===== src/rtl/msrs_pkg.sv =====
`timescale 1ns / 1ps
// ----------------------------------------------------------------------------
// msrs_pkg
// Shared types and constants for the macro sheet record screen.
// ----------------------------------------------------------------------------
package msrs_pkg;

    // Width of the stream position counter
    localparam int POSITION_BITS = 32;
    localparam int START_BITS    = POSITION_BITS + 1;
    localparam int DUE_BITS      = POSITION_BITS + 2;

    // Record window and look-ahead
    localparam int WINDOW_LEN = 15;
    localparam int LOOK_AHEAD = 14;

    // Record header fields
    localparam logic [7:0] TYPE_END   = 8'h0A;
    localparam logic [7:0] TYPE_SHEET = 8'h85;
    localparam logic [7:0] NAME_MARK  = 8'h21;
    localparam logic [7:0] SHEET_KIND = 8'h05;
    localparam int HEADER_LEN = 4;

    // Result fields
    localparam int OFFSET_BITS = 32;
    localparam logic [7:0] MASK_RESET = 8'h01;

    // Result queue depth
    localparam int FIFO_DEPTH = 2;
    localparam int FIFO_PTR_BITS = (FIFO_DEPTH > 1) ? $clog2(FIFO_DEPTH) : 1;
    localparam int FIFO_CNT_BITS = $clog2(FIFO_DEPTH + 1);

    typedef enum logic [1:0] {
        CAUSE_END    = 2'd0,
        CAUSE_SHEET  = 2'd1,
        CAUSE_STREAM = 2'd2
    } t_cause;

    typedef struct packed {
        logic                   suspect;
        t_cause                 cause;
        logic [OFFSET_BITS-1:0] record_offset;
    } t_result;

    // Write side of the result queue
    typedef struct packed {
        logic    push;
        t_result data;
    } t_push;

endpackage


===== src/rtl/msrs_front.sv =====
`timescale 1ns / 1ps
// ----------------------------------------------------------------------------
// msrs_front
// Accepts stream bytes, tracks the record chain and classifies each record.
// ----------------------------------------------------------------------------
module msrs_front (
    input  logic                 i_clk,
    input  logic                 i_rst_n,
    input  logic                 i_accept,
    input  logic [7:0]           i_data,
    input  logic                 i_last,
    input  logic                 i_cfg_we,
    input  logic [7:0]           i_cfg_data,
    output msrs_pkg::t_push      o_push
);

    localparam logic [msrs_pkg::POSITION_BITS-1:0] POS_MAX = '1;
    localparam logic [msrs_pkg::DUE_BITS-1:0] DUE_RESET =
        msrs_pkg::DUE_BITS'(msrs_pkg::LOOK_AHEAD);
    localparam logic [msrs_pkg::START_BITS-1:0] START_MAX = '1;

    logic [msrs_pkg::POSITION_BITS-1:0] r_pos, n_pos;
    logic [msrs_pkg::START_BITS-1:0]    r_start, n_start;
    logic [msrs_pkg::DUE_BITS-1:0]      r_due, n_due;
    logic                               r_done, n_done;
    logic [7:0]                         r_mask;
    logic [7:0]                         r_win [msrs_pkg::WINDOW_LEN];

    logic                               w_due;
    logic                               w_end;
    logic                               w_sheet;
    logic [15:0]                        w_len;
    logic [msrs_pkg::DUE_BITS-1:0]      w_next;
    logic [msrs_pkg::DUE_BITS-1:0]      w_next_due;

    // Mask register
    always_ff @(posedge i_clk) begin
        if (!i_rst_n) begin
            r_mask <= msrs_pkg::MASK_RESET;
        end else if (i_cfg_we) begin
            r_mask <= i_cfg_data;
        end
    end

    // Window shift line; the record bytes 0..12 sit one place up before the shift
    always_ff @(posedge i_clk) begin
        if (i_accept && !r_done) begin
            for (int k = 0; k < msrs_pkg::WINDOW_LEN - 1; k++) begin
                r_win[k] <= r_win[k+1];
            end
            r_win[msrs_pkg::WINDOW_LEN-1] <= i_data;
        end
    end

    // Classify the record whose look-ahead byte arrives with this beat
    always_comb begin
        w_due   = (r_pos != POS_MAX) && ({2'b00, r_pos} == r_due);
        w_end   = (r_win[1] == msrs_pkg::TYPE_END) && (r_win[2] == 8'h00);
        w_sheet = (r_win[1] == msrs_pkg::TYPE_SHEET) && (r_win[2] == 8'h00) &&
                  ((r_win[10] & r_mask) != 8'h00) &&
                  (r_win[11] == msrs_pkg::SHEET_KIND) &&
                  ((r_win[12] == msrs_pkg::NAME_MARK) ||
                   (r_win[13] == msrs_pkg::NAME_MARK));
        w_len   = {r_win[4], r_win[3]};
        w_next  = {1'b0, r_start} + msrs_pkg::DUE_BITS'(msrs_pkg::HEADER_LEN) +
                  msrs_pkg::DUE_BITS'(w_len);
        w_next_due = {1'b0, r_start} +
                     msrs_pkg::DUE_BITS'(msrs_pkg::HEADER_LEN + msrs_pkg::LOOK_AHEAD) +
                     msrs_pkg::DUE_BITS'(w_len);
    end

    // Result for the queue
    always_comb begin
        o_push.push = i_accept && !r_done && ((w_due && (w_end || w_sheet)) || i_last);
        o_push.data.suspect = 1'b0;
        priority if (w_due && w_end) begin
            o_push.data.cause         = msrs_pkg::CAUSE_END;
            o_push.data.record_offset = msrs_pkg::OFFSET_BITS'(r_start);
        end else if (w_due && w_sheet) begin
            o_push.data.suspect       = 1'b1;
            o_push.data.cause         = msrs_pkg::CAUSE_SHEET;
            o_push.data.record_offset = msrs_pkg::OFFSET_BITS'(r_start);
        end else begin
            // Stream ended undecided: report its length
            o_push.data.cause         = msrs_pkg::CAUSE_STREAM;
            o_push.data.record_offset = (r_pos == POS_MAX) ?
                msrs_pkg::OFFSET_BITS'(POS_MAX) :
                msrs_pkg::OFFSET_BITS'(r_pos + msrs_pkg::POSITION_BITS'(1));
        end
    end

    // Next chain state
    always_comb begin
        n_pos   = r_pos;
        n_start = r_start;
        n_due   = r_due;
        n_done  = r_done;
        if (i_accept) begin
            if (r_pos != POS_MAX) begin
                n_pos = r_pos + msrs_pkg::POSITION_BITS'(1);
            end
            if (!r_done && w_due) begin
                if (w_end || w_sheet) begin
                    n_done = 1'b1;
                end else if (w_next[msrs_pkg::DUE_BITS-1]) begin
                    n_start = START_MAX;
                    n_due   = {1'b0, START_MAX} + DUE_RESET;
                end else begin
                    n_start = w_next[msrs_pkg::START_BITS-1:0];
                    n_due   = w_next_due;
                end
            end
            // Return to the start of a new stream after the last beat
            if (i_last) begin
                n_pos   = '0;
                n_start = '0;
                n_due   = DUE_RESET;
                n_done  = 1'b0;
            end
        end
    end

    always_ff @(posedge i_clk) begin
        if (!i_rst_n) begin
            r_pos   <= '0;
            r_start <= '0;
            r_due   <= DUE_RESET;
            r_done  <= 1'b0;
        end else begin
            r_pos   <= n_pos;
            r_start <= n_start;
            r_due   <= n_due;
            r_done  <= n_done;
        end
    end

endmodule


===== src/rtl/msrs_fifo.sv =====
`timescale 1ns / 1ps
// ----------------------------------------------------------------------------
// msrs_fifo
// Short result queue between the classifier and the output stage.
// ----------------------------------------------------------------------------
module msrs_fifo (
    input  logic                 i_clk,
    input  logic                 i_rst_n,
    input  msrs_pkg::t_push      i_push,
    input  logic                 i_pop,
    output msrs_pkg::t_result    o_data,
    output logic                 o_empty,
    output logic                 o_full
);

    localparam logic [msrs_pkg::FIFO_CNT_BITS-1:0] CNT_FULL =
        msrs_pkg::FIFO_CNT_BITS'(msrs_pkg::FIFO_DEPTH);
    localparam logic [msrs_pkg::FIFO_PTR_BITS-1:0] PTR_LAST =
        msrs_pkg::FIFO_PTR_BITS'(msrs_pkg::FIFO_DEPTH - 1);

    msrs_pkg::t_result                  r_mem [msrs_pkg::FIFO_DEPTH];
    logic [msrs_pkg::FIFO_PTR_BITS-1:0] r_wr, r_rd;
    logic [msrs_pkg::FIFO_CNT_BITS-1:0] r_cnt;
    logic                               w_wr_en;
    logic                               w_rd_en;

    assign o_empty = (r_cnt == '0);
    assign o_full  = (r_cnt == CNT_FULL);
    assign o_data  = r_mem[r_rd];
    assign w_wr_en = i_push.push && !o_full;
    assign w_rd_en = i_pop && !o_empty;

    // Store entry
    always_ff @(posedge i_clk) begin
        if (w_wr_en) begin
            r_mem[r_wr] <= i_push.data;
        end
    end

    // Advance pointers and fill count
    always_ff @(posedge i_clk) begin
        if (!i_rst_n) begin
            r_wr  <= '0;
            r_rd  <= '0;
            r_cnt <= '0;
        end else begin
            if (w_wr_en) begin
                r_wr <= (r_wr == PTR_LAST) ? '0 : r_wr + 1'b1;
            end
            if (w_rd_en) begin
                r_rd <= (r_rd == PTR_LAST) ? '0 : r_rd + 1'b1;
            end
            unique case ({w_wr_en, w_rd_en})
                2'b10:   r_cnt <= r_cnt + 1'b1;
                2'b01:   r_cnt <= r_cnt - 1'b1;
                default: r_cnt <= r_cnt;
            endcase
        end
    end

endmodule


===== src/rtl/msrs_out.sv =====
`timescale 1ns / 1ps
// ----------------------------------------------------------------------------
// msrs_out
// Output register stage: pops the result queue and holds the beat until taken.
// ----------------------------------------------------------------------------
module msrs_out (
    input  logic                 i_clk,
    input  logic                 i_rst_n,
    input  msrs_pkg::t_result    i_data,
    input  logic                 i_empty,
    output logic                 o_pop,
    output logic                 o_valid,
    input  logic                 i_ready,
    output msrs_pkg::t_result    o_data
);

    logic              r_valid;
    msrs_pkg::t_result r_data;

    // Load a new beat when the register is free or being drained
    assign o_pop   = !i_empty && (!r_valid || i_ready);
    assign o_valid = r_valid;
    assign o_data  = r_data;

    always_ff @(posedge i_clk) begin
        if (!i_rst_n) begin
            r_valid <= 1'b0;
        end else if (o_pop) begin
            r_valid <= 1'b1;
        end else if (i_ready) begin
            r_valid <= 1'b0;
        end
    end

    always_ff @(posedge i_clk) begin
        if (o_pop) begin
            r_data <= i_data;
        end
    end

endmodule


===== src/rtl/macro_sheet_record_screen.sv =====
`timescale 1ns / 1ps
// ----------------------------------------------------------------------------
// macro_sheet_record_screen
// Screens a workbook byte stream for old-style macro sheet records.
// ----------------------------------------------------------------------------
// Usage:
//   Slave stream: one stream byte per beat in tdata, tlast on the final byte.
//   Master stream: one verdict per stream; tdata carries the record offset
//   (or the stream length when the stream ended undecided), tuser carries
//   suspect (bit 0) and cause (bits 2:1).
//   Config channel: writes the 8-bit macro sheet mask; always ready. Write it
//   only while no stream is in flight.
// Throughput: one byte per cycle while the queue is not full. The record
//   chain is followed by one add and compare per beat in the front stage.
// Path: the verdict is written into the queue on the edge that accepts the
//   deciding byte, then loaded into the output register when it is free.
// Reset: synchronous, active low; clears the chain state, the queue and the
//   output register, and sets the mask to 1.
// Stall: while the master side is stalled the output register holds its
//   beat and the two-entry queue absorbs further verdicts; the slave side
//   drops tready only when the queue is full.
// ----------------------------------------------------------------------------
module macro_sheet_record_screen (
    input  logic        i_clk,
    input  logic        i_rst_n,
    // Slave stream
    input  logic        i_s_axis_tvalid,
    output logic        o_s_axis_tready,
    input  logic [7:0]  i_s_axis_tdata,   // [7:0] data_byte
    input  logic        i_s_axis_tlast,
    // Master stream
    output logic        o_m_axis_tvalid,
    input  logic        i_m_axis_tready,
    output logic [31:0] o_m_axis_tdata,   // [31:0] record_offset
    output logic [2:0]  o_m_axis_tuser,   // [0] suspect, [2:1] cause
    // Configuration write
    input  logic        i_cfg_valid,
    output logic        o_cfg_ready,
    input  logic [7:0]  i_cfg_data        // [7:0] macro_sheet_mask
);

    msrs_pkg::t_push   w_push;
    msrs_pkg::t_result w_q_data;
    msrs_pkg::t_result w_out_data;
    logic              w_empty;
    logic              w_full;
    logic              w_pop;
    logic              w_accept;

    assign o_s_axis_tready = !w_full;
    assign o_cfg_ready     = 1'b1;
    assign w_accept        = i_s_axis_tvalid && o_s_axis_tready;

    // Front: byte intake and record classification
    msrs_front u_front (
        .i_clk      (i_clk),
        .i_rst_n    (i_rst_n),
        .i_accept   (w_accept),
        .i_data     (i_s_axis_tdata),
        .i_last     (i_s_axis_tlast),
        .i_cfg_we   (i_cfg_valid && o_cfg_ready),
        .i_cfg_data (i_cfg_data),
        .o_push     (w_push)
    );

    // Queue between front and back
    msrs_fifo u_fifo (
        .i_clk   (i_clk),
        .i_rst_n (i_rst_n),
        .i_push  (w_push),
        .i_pop   (w_pop),
        .o_data  (w_q_data),
        .o_empty (w_empty),
        .o_full  (w_full)
    );

    // Back: output register
    msrs_out u_out (
        .i_clk   (i_clk),
        .i_rst_n (i_rst_n),
        .i_data  (w_q_data),
        .i_empty (w_empty),
        .o_pop   (w_pop),
        .o_valid (o_m_axis_tvalid),
        .i_ready (i_m_axis_tready),
        .o_data  (w_out_data)
    );

    assign o_m_axis_tdata = w_out_data.record_offset;
    assign o_m_axis_tuser = {w_out_data.cause, w_out_data.suspect};

    // A verdict is only produced by an accepted byte
    a_push_on_accept : assert property (@(posedge i_clk) disable iff (!i_rst_n)
        w_push.push |-> w_accept)
        else $error("verdict pushed without an accepted byte");

    // The queue never takes a verdict while full
    a_no_overflow : assert property (@(posedge i_clk) disable iff (!i_rst_n)
        w_push.push |-> !w_full)
        else $error("result queue overflow");

    // Suspect is set exactly for a suspect sheet verdict
    a_suspect_cause : assert property (@(posedge i_clk) disable iff (!i_rst_n)
        o_m_axis_tvalid |->
            (o_m_axis_tuser[0] == (o_m_axis_tuser[2:1] == msrs_pkg::CAUSE_SHEET)))
        else $error("suspect flag disagrees with cause");

    // The output stage is empty right after reset
    a_reset_idle : assert property (@(posedge i_clk)
        !i_rst_n |=> !o_m_axis_tvalid)
        else $error("output valid after reset");

endmodule


===== config.mk =====
export PLATFORM = sky130hd
export DESIGN_NAME = macro_sheet_record_screen
export DESIGN_NICKNAME = d
export VERILOG_FILES = /design/src/rtl/msrs_pkg.sv /design/src/rtl/msrs_front.sv /design/src/rtl/msrs_fifo.sv /design/src/rtl/msrs_out.sv /design/src/rtl/macro_sheet_record_screen.sv
export SDC_FILE = /design/constraint.sdc
export NUM_CORES = 1
export LEC_CHECK = 0
export BUFFER_PORTS_ARGS = -buffer_cell sky130_fd_sc_hd__buf_4
export CORE_MARGIN = 3
export CORE_UTILIZATION = 40
export CTS_BUF_LIST = sky130_fd_sc_hd__clkbuf_2 sky130_fd_sc_hd__clkbuf_4 sky130_fd_sc_hd__clkbuf_8
export CTS_CLUSTER_DIAMETER = 200
export DETAILED_ROUTE_END_ITERATION = 12
export GPL_TIMING_DRIVEN = 0
export PLACE_DENSITY = 0.63
export RECOVER_POWER = 50
export REMOVE_ABC_BUFFERS = 1
export SYNTH_ARGS = -nofsm -noshare
export SYNTH_HDL_FRONTEND = slang
export SYNTH_SLANG_ARGS = --single-unit

===== constraint.sdc =====
create_clock -name i_clk -period 8.8 [get_ports i_clk]
set_input_delay 1.32 -clock i_clk [delete_from_list [all_inputs] [get_ports i_clk]]
set_output_delay 1.32 -clock i_clk [all_outputs]
set_load 0.02 [all_outputs]

* Word level (Yosys, flattened, before mapping) *
Memory sizes are Yosys's and may differ from the RTL's. A register that Yosys moved wholly into a read port is not among the register bits.
Cells that the tools add are included.

storage, ports and cells
  flip-flop bits (word level) = 113
  bits in writable memories = 190
  input bits = 22
  output and inout port bits = 38
  logic and storage cells = 95
  memories = 2

memories
  name           words  bits a word  read ports  clocked after Yosys merged registers in  write ports  line              text
  u_front.r_win  15     8            14          0                                        15           msrs_front.sv:27  logic [7:0] r_win [msrs_pkg::WINDOW_LEN];
  u_fifo.r_mem   2      35           1           1                                        1            msrs_fifo.sv:21   msrs_pkg::t_result r_mem [msrs_pkg::FIFO_DEPTH];

cells by class
  add/subtract/negate cells = 9
  equality and inequality tests = 12
  multiplexer cells = 27
  bitwise gates (word level) = 1
  reductions and logical operators = 35

operators with widths
  cell                                           count
  2-to-1 mux 34 bit                              6
  2-to-1 mux 33 bit                              4
  2-to-1 mux 32 bit                              3
  adder 34 x 16 -> 34 bit                        2
  adder 33 x 3 -> 34 bit, second input constant  1
  adder 33 x 5 -> 34 bit, second input constant  1
  == test 32 x 34 -> 1 bit                       1
  adder 32 x 1 -> 32 bit, second input constant  1
  == test 32 bit, second input constant          1
  inequality test 32 bit, second input constant  1
  == test 8 x 6 -> 1 bit, second input constant  2
  logical AND 1 bit                              16
  2-to-1 mux 1 bit                               13
  nonzero test 2 bit                             5
  bitwise AND 8 bit                              1
  == test 8 x 3 -> 1 bit, second input constant  1
  == test 8 x 4 -> 1 bit, second input constant  1
  == test 8 bit, second input constant           1
  logical NOT 8 bit                              1
  nonzero test 8 bit                             1
  AND reduction 3 bit                            2
  == test 2 bit, second input constant           2
  logical NOT 1 bit                              4
  logical OR 1 bit                               4
  8 further kinds                                9

* Logic depth before layout (Yosys ltp) *
An unclocked memory read counts as a cell.

  word-level depth = 13
  depth in mapped cells = 14
  depth with buffers taken out = 12

* Hierarchy *
From an unflattened synthesis, not the netlist that was laid out.

unflattened totals
  cells, all modules = 1309
  area total of the unflattened synthesis = 15300.9 um^2

by module, submodules not included
  module                     instances  cells each  area an instance (um^2)  sequential area each (um^2)
  msrs_front                 1          1131        11432.2                  5505.3
  msrs_fifo                  1          135         2752.6                   2202.1
  msrs_out                   1          39          1094.8                   1071.0
  macro_sheet_record_screen  1          4           21.3                     0.0

* Worst setup path after synthesis *
No wires, ideal clock.

  kind = input port to flip-flop
  from = input i_s_axis_tvalid
  to = memory u_fifo.r_mem[1][0] (netlist bit), enable pin
  library setup time = 0.425 ns
  arrival = 8.144 ns
  required time = 8.375 ns
  slack = 0.231 ns
  cell stages on the path = 4
  path buffers = 0
  cell sequence = nand2_1 -> nor2_1 -> nand2b_1 -> nor2_1

between the ends
  cells in the longest elaborated chain, start to end = 6

RTL lines
  what                                    line                             text
  start, declared                         macro_sheet_record_screen.sv:27  input logic i_s_axis_tvalid,
  logical AND 1 bit                       macro_sheet_record_screen.sv:52  assign w_accept = i_s_axis_tvalid && o_s_axis_tready;
  logical AND 1 bit (2 in a row)          msrs_front.sv:74                 o_push.push = i_accept && !r_done && ((w_due && (w_end || w_sheet)) || i_last);
  logical AND 1 bit                       msrs_fifo.sv:30                  assign w_wr_en = i_push.push && !o_full;
  2-to-1 mux 1 bit                        msrs_fifo.sv:35                  if (w_wr_en) begin
  2-to-1 mux 1 bit (implied by the code)  msrs_fifo.sv:36                  r_mem[r_wr] <= i_push.data;
  end, declared                           msrs_fifo.sv:21

No other way between the ends.

==> qor.txt <==
Initial Utilization - 40.89%
Worst min-delay path startpoint - u_front.r_win[5][7]$_DFFE_PP_
Tcrit/Tclk final - 55.79%
Fin crit period - 4910 ps
Routed len/inst - 18.26 um
Worst-Skew Late Latency - 650 ps
Switching power - 1.072 mW
Worst slew pin tran - 1800 ps
Worst hold path class - reg -> reg
Die Span Y - 202.9 um
CP endpoint kind - flip-flop
GRT Total Usage - 17.20%
Crit path largest cell delay - 1350 ps
Pwr per Cell Area - 231.2 nW/um^2
Launch point of the worst reg-to-reg path - u_fifo.r_cnt[0]$_SDFFE_PN0P_
First-pass GRT wire length - 56.17 mm
Critical Path Fanout Max - 36
DRT iter0 DRCs - 748
Post-Synthesis Cells - 1382
Worst slack, placed - 4370 ps
DRC errors left - 0
Syn Std Cell Area - 15510 um^2
Worst EP required - 9040 ps
Internal power - 2.954 mW
R2R Path End - u_front.r_win[8][7]$_DFFE_PP_
Clk slew on worst S/H paths - 60 ps
Post-synth cell types - 83
CTS root buf - clkbuf_8
Vias per cell - 5.378
Final ANT Viol Nets - 0
Worst reg2reg path depth - 5
DRT met1 WL - 16.41 mm
Fin Setup TNS - 0 ps
Via count - 10600
Placer congestion estimate - 0.9002
Flop-to-flop setup slack - 4060 ps
Post-Route WL - 35.99 mm
Top cell type by total area after synthesis - edfxtp_1
Diode count - 0
Max-slew violations - 175
CTS H-tree depth - 2
DIE AREA - 41170 um^2
Critical path class - in -> reg
Placed cells - 1872
Post-synth ARST share - 0%
Post-route clock skew - 29.19 ps
Max Clk Rate - 203.7 MHz
Yosys warning count - 0
Num CTS Buffers - 53
Final core utilization - 45.91%
Most common cell after layout, fill and taps aside - edfxtp_1
Met2 WL - 16.86 mm
Slew margin rel. - -19.99%
Fin. Hold Viols - 0
Most frequent cells in the layout - 214 x edfxtp_1, 130 x nor2_1, 112 x dfxtp_1, 88 x nand2_1, 80 x a21oi_1
Power share of the sequential group - 50.3%
Comb pwr share - 14.9%
Max_cap viols - 5
Share of layout cells above drive strength 1 - 15.68%
Crit path cell chain - clkbuf_4 > nand2_1 > nor2_1 > clkbuf_1 > clkbuf_1
Buffers added on ports - 58
Fin cells - 1971
Post-synth EDFFs - 214
Critical path's top delay family - buffers and inverters
Number of post-CTS setup repair buffers - 0
Post-CTS Resized - 0
Dominant synthesized flop cell - edfxtp_1
Metal3 WL - 1.840 mm
Most common cell on crit path - clkbuf_1
Top cells by area, synth - edfxtp_1 41%, dfxtp_1 14%, xnor2_1 4.3%
Net Sw Frac - 26.63%
Post-synthesis sequential area ratio - 55.89%
Avg Inst Size Synth - 11.22 um^2
HPWL Detailed - 25.24 mm
Top Metal Used - met4
Clock power frac - 34.7%
CTS tree - done
Largest net degree at the start of global routing - 66
WP buf/inv - 3
Core area - 37930 um^2
WHS - 412.3 ps
Initial antenna violation count - 0
Worst Hold Path EP - u_front.r_win[4][7]$_DFFE_PP_
Sink Count - 326
Hold path depth - 0
Synth Register Bits - 326
Clock buffer depth - 3
DP Area - 16350 um^2
Top cell type's share of synthesized area - 41.43%
Final setup viols - 0
Maximum vdd ir drop - 0.1463 mV
LEAKAGE - 6.192 nW
Startpoint Class - input pin
Total power - 4.026 mW
Nets - 1481
Die X-Extent - 202.9 um
Hold_buf cts - 0
Unrepaired setup endpoints after global routing - false
Ports - 60
Overflow after GRT - 0
Final Worst Setup Slack - 3890 ps
CP max-delay cell - clkbuf_1
Final Cell Area - 17420 um^2
CP arrival - 5150 ps
Pre-antenna DRT Iters - 5
Layout area overhead - 12.29%
Status - finished, violations left
Row cnt - 71
Vias in the first global route - 10110
Failing checks - max-capacitance violations, max-slew violations
[flip-flops by register name (all words and copies together) (netlist names), 2 cells and up]
| signal | count |
|---|---|
| u_fifo.r_cnt | 2 |
| u_fifo.r_mem | 68 |
| u_front.r_due | 34 |
| u_front.r_mask | 8 |
| u_front.r_pos | 32 |
| u_front.r_start | 32 |
| u_front.r_win | 112 |
| u_out.o_data | 34 |
[metal layers]
layer / up-vias / global-route usage (%)
met3: 53 / 3.287
li1: 5169 / -
met4: 0 / 5.716
met1: 5103 / 23.38
met2: 275 / 27.78
met5: - / 0
[cells in the mapped netlist (10+ instances only)]
library cell,n
o21ai_0,70
xor2_1,29
a21o_1,11
clkbuf_1,28
buf_2,34
a21oi_1,80
nor2_1,131
edfxtp_1,214
mux2_2,39
nand4_1,27
ha_1,41
nor4_1,11
a31oi_1,39
inv_1,34
and3_1,16
dfxtp_1,112
buf_4,19
nor3_1,23
nand3b_1,15
nor2b_1,10
xnor2_1,76
a32oi_1,16
or3_1,13
o21ai_1,16
o21a_1,10
nand2_1,88
nand3_1,27
[worst max-delay path by stage]
stage | startpoint | endpoint | slack (ps) | cells after the start
CTS | u_front.r_pos[0]$_SDFFE_PN0P_ | u_fifo.r_mem[1][4]$_DFFE_PP_ | 4350 | 7
detailed placement | u_front.r_pos[0]$_SDFFE_PN0P_ | u_fifo.r_mem[1][4]$_DFFE_PP_ | 4370 | 7
global placement | i_s_axis_tvalid | u_fifo.r_mem[1][20]$_DFFE_PP_ | -2620 | 5
floorplan | i_s_axis_tvalid | u_fifo.r_mem[1][0]$_DFFE_PP_ | 230 | 4
finish | i_s_axis_tvalid | u_front.r_win[8][7]$_DFFE_PP_ | 3890 | 5
global route | i_s_axis_tvalid | u_front.r_win[6][6]$_DFFE_PP_ | 3470 | 5
[cell type report]
class	count	area [um^2]
clock buffer	86	1008
clock inverter	13	147.6
fill	3478	20520
inverter	34	130.1
multi-input combinational	930	6223
sequential	326	8668
tap	511	639.4
timing repair buffer	71	598.1
[kinds of logic (layout without fill, tap and decap cells)]
| group | Yosys count | after routing | share of synthesized area [%] |
|---|---|---|---|
| buffers and inverters | 126 | 204 | 4.163 |
| XOR/XNOR | 105 | 105 | 5.929 |
| AND/OR/NAND/NOR | 420 | 420 | 14.39 |
| flip-flops | 326 | 326 | 55.89 |
| AO/OA/AOI/OAI | 314 | 314 | 12.69 |
| adder cells (fa/ha/maj) | 43 | 43 | 3.566 |
| multiplexers | 47 | 47 | 3.348 |
| other | 1 | 1 | 0.02418 |
[power groups by stage]
stage | sequential (mW) | clock (mW) | combinational [mW]
floorplan | 2.12 | 0 | 0.298
global placement | 2.07 | 0 | 0.590
detailed placement | 2.06 | 0 | 0.622
CTS | 2.03 | 1.45 | 0.625
global route | 2.05 | 1.51 | 0.658
finish | 2.03 | 1.40 | 0.602
Note: power is estimated with default switching activity, not from simulation.
